File: src/rtl/core/gagfe_pkg.sv
// ----------------------------------------------------------------------------
// gagfe_pkg
// Shared types, constants and decode functions for the GPS acknowledge
// matcher and GGA field extractor.
// ----------------------------------------------------------------------------
package gagfe_pkg;

    localparam int AckLen       = 10;
    localparam int HeaderLen    = 6;
    localparam int MaxSentence  = 82;

    localparam logic [3:0] ACK_LEN_C      = 4'(AckLen);
    localparam logic [6:0] HEADER_LEN_C   = 7'(HeaderLen);
    localparam logic [6:0] MAX_SENTENCE_C = 7'(MaxSentence);
    localparam logic [3:0] FIELD_FIRST    = 4'd1;
    localparam logic [3:0] FIELD_LAST     = 4'd15;
    localparam logic [3:0] POS_LAST       = 4'd15;

    localparam logic [7:0] CHAR_DOLLAR = 8'h24;
    localparam logic [7:0] CHAR_STAR   = 8'h2A;
    localparam logic [7:0] CHAR_COMMA  = 8'h2C;
    localparam logic [7:0] CHAR_G      = 8'h47;
    localparam logic [7:0] CHAR_A      = 8'h41;

    typedef struct packed {
        logic resend_setup;
        logic receiver_ready;
    } ack_res_t;

    typedef struct packed {
        logic       char_valid;
        logic [3:0] field_number;
        logic [3:0] char_position;
        logic [7:0] char_value;
        logic       sentence_end;
    } ext_res_t;

    function automatic logic [7:0] ack_byte(input logic [3:0] idx);
        logic [7:0] b;
        case (idx)
            4'd0:    b = 8'hB5;
            4'd1:    b = 8'h62;
            4'd2:    b = 8'h05;
            4'd3:    b = 8'h01;
            4'd4:    b = 8'h02;
            4'd5:    b = 8'h00;
            4'd6:    b = 8'h06;
            4'd7:    b = 8'h24;
            4'd8:    b = 8'h32;
            4'd9:    b = 8'h5B;
            default: b = 8'h00;
        endcase
        return b;
    endfunction

    function automatic logic field_is_stored(input logic [3:0] f);
        return ((f >= 4'd1) && (f <= 4'd5)) || (f == 4'd7) ||
               ((f >= 4'd9) && (f <= 4'd12));
    endfunction

    function automatic logic header_byte_ok(input logic [2:0] pos, input logic [7:0] c);
        logic ok;
        case (pos)
            3'd0:    ok = (c == CHAR_DOLLAR);
            3'd1:    ok = (c == CHAR_G);
            3'd3:    ok = (c == CHAR_G);
            3'd4:    ok = (c == CHAR_G);
            3'd5:    ok = (c == CHAR_A);
            default: ok = 1'b1;
        endcase
        return ok;
    endfunction

endpackage

File: src/rtl/core/gagfe_ack_match.sv
// ----------------------------------------------------------------------------
// gagfe_ack_match
// Matches incoming bytes against the ten-byte acknowledge packet and holds
// the receiver-ready flag once the full packet has been seen.
// ----------------------------------------------------------------------------
module gagfe_ack_match (
    input  logic                clk,
    input  logic                rst_n,
    input  logic                advance,
    input  logic [7:0]          rx_byte,
    output logic                ready_now,
    output gagfe_pkg::ack_res_t res
);
    import gagfe_pkg::*;

    logic [3:0] idx_reg, idx_next;
    logic       ready_reg, ready_next;
    logic       hit;

    always_comb
    begin
        hit        = (idx_reg < ACK_LEN_C) && (rx_byte == ack_byte(idx_reg));
        idx_next   = idx_reg;
        ready_next = ready_reg;
        res.resend_setup = 1'b0;
        if (!ready_reg)
        begin
            if (hit)
            begin
                idx_next = idx_reg + 4'd1;
            end
            else
            begin
                idx_next         = 4'd0;
                res.resend_setup = 1'b1;
            end
            if (idx_next >= ACK_LEN_C)
            begin
                ready_next = 1'b1;
            end
        end
        res.receiver_ready = ready_next;
    end

    assign ready_now = ready_reg;

    always_ff @(posedge clk or negedge rst_n)
    begin
        if (!rst_n)
        begin
            idx_reg   <= 4'd0;
            ready_reg <= 1'b0;
        end
        else if (advance)
        begin
            idx_reg   <= idx_next;
            ready_reg <= ready_next;
        end
    end

endmodule

File: src/rtl/core/gagfe_gga_extract.sv
// ----------------------------------------------------------------------------
// gagfe_gga_extract
// Tracks sentence framing, checks the $G?GGA header and tags each stored
// field character with its field number and position.
// ----------------------------------------------------------------------------
module gagfe_gga_extract (
    input  logic                clk,
    input  logic                rst_n,
    input  logic                advance,
    input  logic                active,
    input  logic [7:0]          rx_byte,
    output gagfe_pkg::ext_res_t res
);
    import gagfe_pkg::*;

    logic       in_sent_reg, in_sent_next;
    logic [6:0] spos_reg, spos_next;
    logic       hgood_reg, hgood_next;
    logic [3:0] field_reg, field_next;
    logic [3:0] fcnt_reg, fcnt_next;

    logic       start;
    logic       busy;
    logic [6:0] pos;
    logic [6:0] npos;
    logic       is_star;
    logic       closing;

    always_comb
    begin
        is_star = (rx_byte == CHAR_STAR);
        start   = active && !in_sent_reg && (rx_byte == CHAR_DOLLAR);
        busy    = active && (in_sent_reg || start);
        pos     = start ? 7'd0 : spos_reg;
        npos    = pos + 7'd1;
        closing = is_star || (npos >= MAX_SENTENCE_C);

        in_sent_next = in_sent_reg;
        spos_next    = spos_reg;
        hgood_next   = start ? 1'b1 : hgood_reg;
        field_next   = start ? FIELD_FIRST : field_reg;
        fcnt_next    = start ? 4'd0 : fcnt_reg;
        res          = '0;

        if (busy)
        begin
            if (pos < HEADER_LEN_C)
            begin
                if (!header_byte_ok(pos[2:0], rx_byte))
                begin
                    hgood_next = 1'b0;
                end
            end
            else if ((pos > HEADER_LEN_C) && !is_star)
            begin
                if (rx_byte == CHAR_COMMA)
                begin
                    if (field_next < FIELD_LAST)
                    begin
                        field_next = field_next + 4'd1;
                    end
                    fcnt_next = 4'd0;
                end
                else
                begin
                    if (field_is_stored(field_next))
                    begin
                        res.char_valid    = 1'b1;
                        res.field_number  = field_next;
                        res.char_position = fcnt_next;
                        res.char_value    = rx_byte;
                    end
                    if (fcnt_next < POS_LAST)
                    begin
                        fcnt_next = fcnt_next + 4'd1;
                    end
                end
            end

            if (closing)
            begin
                res.sentence_end = hgood_next && (npos >= HEADER_LEN_C);
                in_sent_next     = 1'b0;
                spos_next        = 7'd0;
            end
            else if ((npos == HEADER_LEN_C) && !hgood_next)
            begin
                in_sent_next = 1'b0;
                spos_next    = 7'd0;
            end
            else
            begin
                in_sent_next = 1'b1;
                spos_next    = npos;
            end
        end
    end

    always_ff @(posedge clk or negedge rst_n)
    begin
        if (!rst_n)
        begin
            in_sent_reg <= 1'b0;
            spos_reg    <= 7'd0;
            hgood_reg   <= 1'b1;
            field_reg   <= FIELD_FIRST;
            fcnt_reg    <= 4'd0;
        end
        else if (advance)
        begin
            in_sent_reg <= in_sent_next;
            spos_reg    <= spos_next;
            hgood_reg   <= hgood_next;
            field_reg   <= field_next;
            fcnt_reg    <= fcnt_next;
        end
    end

endmodule

File: src/rtl/core/gps_ack_and_gga_field_extractor_top.sv
// ----------------------------------------------------------------------------
// gps_ack_and_gga_field_extractor_top
// Acknowledge matcher and GGA field extractor with registered input and
// result stages.
// ----------------------------------------------------------------------------
// One byte enters per cycle while the output is not stalled, and each byte
// yields exactly one result transaction, passing through the input register,
// then the result register. The sustained rate is one byte per cycle when
// out_stall is low, set by the single per-byte update of the matcher and
// sentence state between the two registers. Until the acknowledge packet has
// matched, receiver_ready is 0 and every mismatching byte raises
// resend_setup; afterwards GGA field characters come out with char_valid
// set, and sentence_end marks the byte that closes an accepted sentence.
module gps_ack_and_gga_field_extractor_top (
    input  logic       clk,
    input  logic       rst_n,
    input  logic       in_valid,
    output logic       in_stall,
    input  logic [7:0] rx_byte,
    output logic       out_valid,
    input  logic       out_stall,
    output logic       resend_setup,
    output logic       receiver_ready,
    output logic       char_valid,
    output logic [3:0] field_number,
    output logic [3:0] char_position,
    output logic [7:0] char_value,
    output logic       sentence_end
);
    import gagfe_pkg::*;

    logic       in_valid_reg, in_valid_next;
    logic [7:0] in_byte_reg;
    logic       out_valid_reg, out_valid_next;
    ack_res_t   ack_res_reg;
    ext_res_t   ext_res_reg;

    logic       out_free;
    logic       move;
    logic       in_take;
    logic       ready_now;
    ack_res_t   ack_res;
    ext_res_t   ext_res;

    assign out_free = !out_valid_reg || !out_stall;
    assign move     = in_valid_reg && out_free;
    assign in_stall = in_valid_reg && !out_free;
    assign in_take  = in_valid && !in_stall;

    assign in_valid_next  = in_take || (in_valid_reg && !move);
    assign out_valid_next = move || (out_valid_reg && out_stall);

    gagfe_ack_match u_ack (
        .clk       (clk),
        .rst_n     (rst_n),
        .advance   (move),
        .rx_byte   (in_byte_reg),
        .ready_now (ready_now),
        .res       (ack_res)
    );

    gagfe_gga_extract u_ext (
        .clk     (clk),
        .rst_n   (rst_n),
        .advance (move),
        .active  (ready_now),
        .rx_byte (in_byte_reg),
        .res     (ext_res)
    );

    always_ff @(posedge clk or negedge rst_n)
    begin
        if (!rst_n)
        begin
            in_valid_reg  <= 1'b0;
            out_valid_reg <= 1'b0;
        end
        else
        begin
            in_valid_reg  <= in_valid_next;
            out_valid_reg <= out_valid_next;
        end
    end

    // hold payload while stalled
    always_ff @(posedge clk)
    begin
        if (in_take)
        begin
            in_byte_reg <= rx_byte;
        end
        if (move)
        begin
            ack_res_reg <= ack_res;
            ext_res_reg <= ext_res;
        end
    end

    assign out_valid      = out_valid_reg;
    assign resend_setup   = ack_res_reg.resend_setup;
    assign receiver_ready = ack_res_reg.receiver_ready;
    assign char_valid     = ext_res_reg.char_valid;
    assign field_number   = ext_res_reg.field_number;
    assign char_position  = ext_res_reg.char_position;
    assign char_value     = ext_res_reg.char_value;
    assign sentence_end   = ext_res_reg.sentence_end;

endmodule

File: config.mk
export PLATFORM = sky130hd
export DESIGN_NAME = gps_ack_and_gga_field_extractor_top
export DESIGN_NICKNAME = d
export VERILOG_FILES = /design/src/rtl/core/gagfe_pkg.sv /design/src/rtl/core/gagfe_ack_match.sv /design/src/rtl/core/gagfe_gga_extract.sv /design/src/rtl/core/gps_ack_and_gga_field_extractor_top.sv
export SDC_FILE = /design/constraint.sdc
export NUM_CORES = 1
export LEC_CHECK = 0
export BUFFER_PORTS_ARGS = -buffer_cell sky130_fd_sc_hd__buf_2
export CAP_MARGIN = 15
export CORE_ASPECT_RATIO = 0.5
export CORE_MARGIN = 2
export CORE_UTILIZATION = 44
export CTS_CLUSTER_SIZE = 30
export DETAILED_ROUTE_END_ITERATION = 12
export PLACE_DENSITY = 0.73
export SYNTH_ARGS = -nofsm -noshare
export SYNTH_HDL_FRONTEND = slang
export SYNTH_SLANG_ARGS = --single-unit
File: constraint.sdc
create_clock -name clk -period 7.2 [get_ports clk]
set_clock_uncertainty 0.1 [all_clocks]
set_input_delay 0.72 -clock clk [delete_from_list [all_inputs] [get_ports clk]]
set_output_delay 0.72 -clock clk [all_outputs]
set_load 0.02 [all_outputs]
==> results.toml, run 1 <==
[timing]
slew-limit-headroom_pct = 22.9
report.final.slew_viol_count = 0
totalNegativeSetupSlack_ns = 0
worst_pin_slew_ns = 1.15
post-route-min-period_ns = 4.10
finalHoldViolCount = 0
fin_crit_sh_pct = 56.9
setup_viol = 0
rsz0062_at_grt = "false"
fmax_ghz = 0.244

[placement]
place.gp.congestion = 0.873
placed_area_mm2 = 0.00327
hpwlAfterDp_um = 4720
dp.cells = 420
io_buffers = 33

[grt]
grt_pass1_wl_um = 10900
grt_pass1_vias = 2157
grt_max_degree = 26
grt.total_usage_pct = 17.9
antenna_found_initial = 0
overflow = 0

[critical_path]
cpMostUsedCell = "a21oi_1"
crit_chain = "nor4b_1 -> nand3_1 -> nand2_1 -> inv_1 -> ha_1 -> or3b_1 -> a21oi_1 -> a21oi_1 -> o31a_1 -> o31ai_1 -> o21ai_1"
rrSetupSlack_ns = 3.10
cp_slowest_cell = "nor4b_1"
rr_startpoint = "in_byte_reg[1]$_DFFE_PP_"
critPathMaxStageDelay_ns = 0.63
rr_worst_depth = 11
worst_setup_path_start_kind = "register"
end_kind = "register"
critPathMaxFanout = 13
r2r-end = "u_ext.spos_reg[1]$_DFFE_PN0P_"
crit_type = "register to register"
cp.arrival_ns = 4.15
crit_required_ns = 7.26

[synthesis]
syn_avg_cell_area_um2 = 10.0
synth_seq_cells = 52
yosys.cell_types.count = 63
synth_top_area_share_pct = 27.5
mappedNetlistArea_mm2 = 0.00305
syn-num-nets = 330
ys_warn_count = 0
syn_inst = 305
synth_common_cells = "edfxtp_1 (28), nand2_1 (27), dfrtp_1 (22)"
yosys.area.top_type = "edfxtp_1"
yosysMostFrequentCell = "edfxtp_1"
yosys_most_used_dff = "edfxtp_1"
synthTopCellsByArea = "edfxtp_1 (28%), dfrtp_1 (18%), ha_1 (5.3%), nand2_1 (3.3%), a21oi_1 (2.6%)"
synth-async-reset-ratio_pct = 46.2
synth-edff-count = 28
ys_seq_area_share_pct = 47.3

[flow_run]
cap_violations = 0

[clock_tree]
cts_buffers = 5
cts-root-buf = "clkbuf_16"
cts_tree = "done"
cts-hold-fix-buffers = 0
cts_sinks = 52
clockBufferDepth = 2
htreeDepth = 2
cts_setup_buffers = 0
clk_pin_slew_worst_paths_ns = 0.06
clk_latency_ns = 0.28
post_cts_resize_count = 0

[power_and_ir_drop]
p_leak_nw = 1.44
combPwrFrac_pct = 30.4
seq_power_share_pct = 44.9
cell_internal_pwr_mw = 0.627
switchingPower_mw = 0.331
pwr-share-clk_pct = 24.8
max-vdd-ir-drop_mv = 0.117
p_sw_share_pct = 34.5
p_per_area_mw_per_mm2 = 280

[detailed_routing]
ant_nets = 0
vias_per_cell = 5.64
wl_per_cell_um = 15.1
routed.top_layer = "met4"
wl_met1_um = 3300
firstDrtPassIters = 5
route.vias.total = 2413
met3WireLength_um = 354
wl_met2_um = 2810
routed_wl_um = 6480
drt_iter0_drc = 336
drc = 0

[die]
die_width_um = 122
die_y_um = 62.9
ioPinCount = 34
core_mm2 = 0.00670
start_util_pct = 45.6
rows = 21
dieArea_mm2 = 0.00766

[outcome]
outcome = "finished, final reports clean"

[finish]
fin_area_mm2 = 0.00342
antenna_cells = 0
area_growth_pct = 12.2
fin_cells = 428
drive_gt1_share_pct = 17.3
fin_nets = 360

[hold_path]
holdCritPathClass = "primary input to asynchronous set/reset pin"
worst max-delay path by stage:
stage | from | endpoint | slack (ns) | depth (start not counted)
after floorplan | in_byte_reg[1]$_DFFE_PP_ | u_ext.spos_reg[0]$_DFFE_PN0P_ | 3.91 | 11
after global placement | in_byte_reg[1]$_DFFE_PP_ | u_ext.spos_reg[0]$_DFFE_PN0P_ | 3.47 | 10
after detailed placement | in_byte_reg[1]$_DFFE_PP_ | u_ext.spos_reg[1]$_DFFE_PN0P_ | 3.26 | 11
after CTS | in_byte_reg[1]$_DFFE_PP_ | u_ext.spos_reg[1]$_DFFE_PN0P_ | 3.21 | 11
after global routing | in_byte_reg[1]$_DFFE_PP_ | u_ext.in_sent_reg$_DFFE_PN0P_ | 2.78 | 11
final | in_byte_reg[1]$_DFFE_PP_ | u_ext.spos_reg[1]$_DFFE_PN0P_ | 3.10 | 11
cell usage in the layout (no fill, tap or decap), types with 2 or more instances in the layout:
master	Yosys	final
nand4_1	9	9
mux2i_1	4	4
clkbuf_16	0	5
edfxtp_1	28	28
or3_1	5	5
dfstp_2	2	2
dfrtp_1	22	22
nand2_1	27	27
inv_1	18	18
xor2_1	7	7
a21oi_1	16	16
nor2_1	19	19
nor2b_1	8	8
and2_4	7	7
and3b_1	2	2
a211oi_1	2	2
and2_1	12	12
and3_1	4	4
nand2b_1	5	5
nand3_1	12	12
nor4b_1	2	2
o31ai_1	3	3
o21ai_0	11	11
a22oi_1	2	2
buf_2	6	33
a21o_1	5	5
a31oi_1	8	8
ha_1	13	13
nor3_1	5	5
nor3b_1	2	2
o21ai_1	4	4
power by group through the flow:
stage	Sequential (mW)	Combinational [mW]	Clock, mW
final	0.430	0.291	0.237
after global routing	0.438	0.324	0.257
after CTS	0.428	0.290	0.240
after detailed placement	0.434	0.287	0
after global placement	0.432	0.278	0
after floorplan	0.431	0.224	0
area by class of cell:
| type | count | area, um2 |
|---|---|---|
| inverter | 18 | 67.6 |
| clock inverter | 1 | 8.76 |
| multi-input combinational | 225 | 1480 |
| timing repair buffer | 33 | 165 |
| sequential | 52 | 1440 |
| fill | 604 | 3280 |
| tap | 92 | 115 |
| clock buffer | 7 | 143 |
routing by layer:
metal / global-route usage [%] / up-vias
met5: 0 / -
met4: 3.74 / 0
met3: 3.74 / 2
met2: 25.7 / 76
met1: 27.8 / 1170
li1: - / 1165
stage by stage:
step | worst slack [ns] | util, % | power [mW] | hold slack (ns)
floorplan | 3.91 | - | 0.655 | 0.324
global placement | 3.47 | 48.9 | 0.710 | 0.351
detailed placement | 3.26 | 48.9 | 0.721 | 0.354
CTS | 3.21 | 51.1 | 0.958 | 0.363
global route | 2.78 | 51.1 | 1.02 | 0.377
finish | 3.10 | 51.1 | 0.958 | 0.326
worst max-delay path: cells and delay by family, from the launching register on:
| family | cells | cell delay, ns |
|---|---|---|
| AOI/OAI and AO/OA | 5 | 1.05 |
| adders and majority gates | 1 | 0.28 |
| buffers and inverters | 1 | 0.10 |
| DFF | 1 | 0.50 |
| and+or+nand+nor | 4 | 1.94 |
cells by family (layout without fill, tap and decap cells):
group / count (synthesis) / in the layout / share of synthesized area (%)
DFF: 52 / 52 / 47.3
AOI/OAI and AO/OA: 71 / 71 / 15.9
adders and majority gates: 13 / 13 / 5.33
buffers and inverters: 28 / 59 / 4.18
and+or+nand+nor: 129 / 129 / 23.6
muxes: 4 / 4 / 1.31
xor gates and xnor gates: 8 / 8 / 2.30
Power figures use the tool's default switching activity.
==> run 2, diff against run 1 <==
clock period = 3.8 ns   (was 7.2 ns; I/O delays follow)
==> results.toml, run 2 (same netlist as run 1, synthesis figures left out) <==
[timing]
slew-limit-headroom_pct = 61.4
worst_pin_slew_ns = 0.571
fmax_ghz = 0.283
fin_crit_sh_pct = 93.0
post-route-min-period_ns = 3.53
rsz0062_at_grt = "false"
finalHoldViolCount = 22
fin_hold_ws_ns = -0.0198
report.final.slew_viol_count = 0
setup_viol = 0
totalNegativeSetupSlack_ns = 0

[power_and_ir_drop]
p_leak_nw = 1.45
switchingPower_mw = 0.640
p_sw_share_pct = 35.2
pwr-share-clk_pct = 24.0
cell_internal_pwr_mw = 1.18
seq_power_share_pct = 44.8
p_per_area_mw_per_mm2 = 527
combPwrFrac_pct = 31.2
max-vdd-ir-drop_mv = 0.189

[finish]
area_growth_pct = 13.0
final_cell_mix = "buf_2 (33), edfxtp_1 (28), nand2_1 (27)"
drive_gt1_share_pct = 18.2
final_common_cell = "buf_2"
final_util_pct = 51.5
fin_cells = 432
seqCellArea_mm2 = 0.00144
antenna_cells = 0
multi_input_area_mm2 = 0.00148
num-fill-cells = 603
fin_nets = 364

[grt]
grt_pass1_vias = 2309
grt_pass1_wl_um = 11200
grt.total_usage_pct = 18.5
overflow = 0
grt_max_degree = 25
antenna_found_initial = 0

[clock_tree]
cts_buffers = 5
cts-root-buf = "clkbuf_16"
cts_setup_buffers = 0
cts_sinks = 52
clockBufferDepth = 2
htreeDepth = 2
cts-hold-fix-buffers = 0
clk_pin_slew_worst_paths_ns = 0.06
clk_latency_ns = 0.29
cts_tree = "done"
post_cts_resize_count = 0

[die]
dieArea_mm2 = 0.00766
core_mm2 = 0.00670
die_y_um = 62.9
rows = 21
ioPinCount = 34
die_width_um = 122
start_util_pct = 45.6

[critical_path]
worst_setup_path_start_kind = "register"
cp.arrival_ns = 3.59
r2r-end = "u_ext.spos_reg[0]$_DFFE_PN0P_"
rr_startpoint = "in_byte_reg[1]$_DFFE_PP_"
rr_worst_depth = 10
rrSetupSlack_ns = 0.27
crit_required_ns = 3.86
startpoint = "in_byte_reg[1]$_DFFE_PP_"
end_kind = "register"
critPathMaxFanout = 8
crit_type = "register to register"

[flow_run]
cap_violations = 0

[detailed_routing]
route.vias.total = 2423
wl_per_cell_um = 15.2
ant_nets = 0
firstDrtPassIters = 5
routed_wl_um = 6570
vias_per_cell = 5.61
drc = 0
drt_iter0_drc = 185

[placement]
io_buffers = 33
hpwlAfterDp_um = 4690
place.gp.congestion = 0.901
dp.cells = 424

[outcome]
outcome = "finished, violations left"
failed_checks = "hold timing"

[hold_path]
holdCritPathClass = "primary input to asynchronous set/reset pin"
[run 2: power groups by stage]
stage	logic [mW]	registers [mW]	clock network (mW)
after global routing	0.636	0.830	0.469
after floorplan	0.424	0.816	0
after CTS	0.564	0.812	0.443
after global placement	0.546	0.813	0
after detailed placement	0.560	0.825	0
final	0.567	0.814	0.436
[run 2: through the flow]
| step | setup WS (ns) | instance area (um2) | power [mW] |
|---|---|---|---|
| 6_report | 0.268 | 3450 | 1.82 |
| 5_1_grt | 0.0409 | 3450 | 1.93 |
| 4_1_cts | 0.316 | 3450 | 1.82 |
| 3_5_place_dp | 0.353 | 3300 | 1.38 |
| 3_3_place_gp | 0.518 | 3300 | 1.36 |
| 2_1_floorplan | 0.507 | 3050 | 1.24 |
[run 2: layer usage]
metal	share of wire, %	track usage, %
met1	48	27.1
met2	47	28.4
met5	0	0
met4	0.73	4.89
met3	4.3	3.10
[run 2: final cells by class]
| type | instances | area share (%) |
|---|---|---|
| clock buffers | 6 | 3.74 |
| well taps | 92 | 3.34 |
| multi-input cells | 225 | 43.0 |
| clock inverters | 2 | 0.472 |
| flip-flops and latches | 52 | 41.9 |
| repair buffers | 37 | 5.66 |
| inverters | 18 | 1.96 |
[run 2: worst max-delay path by stage]
stage | endpoint | slack, ns | cells after the start
after global routing | u_ext.in_sent_reg$_DFFE_PN0P_ | 0.04 | 10
after floorplan | u_ext.spos_reg[0]$_DFFE_PN0P_ | 0.51 | 11
after CTS | u_ext.in_sent_reg$_DFFE_PN0P_ | 0.32 | 10
final | u_ext.spos_reg[0]$_DFFE_PN0P_ | 0.27 | 10
after detailed placement | u_ext.in_sent_reg$_DFFE_PN0P_ | 0.35 | 10
after global placement | u_ext.spos_reg[1]$_DFFE_PN0P_ | 0.52 | 10
[run 2: critical path, cell delays in order (launching register included)]
cell and delay, ns:
edfxtp_1 0.51, nor4b_1 0.59, nand3_1 0.20, and2_1 0.26, ha_1 0.28, or3b_1 0.37
a21oi_1 0.15, a21oi_1 0.07, o31a_1 0.32, o31ai_1 0.44, o21ai_1 0.11
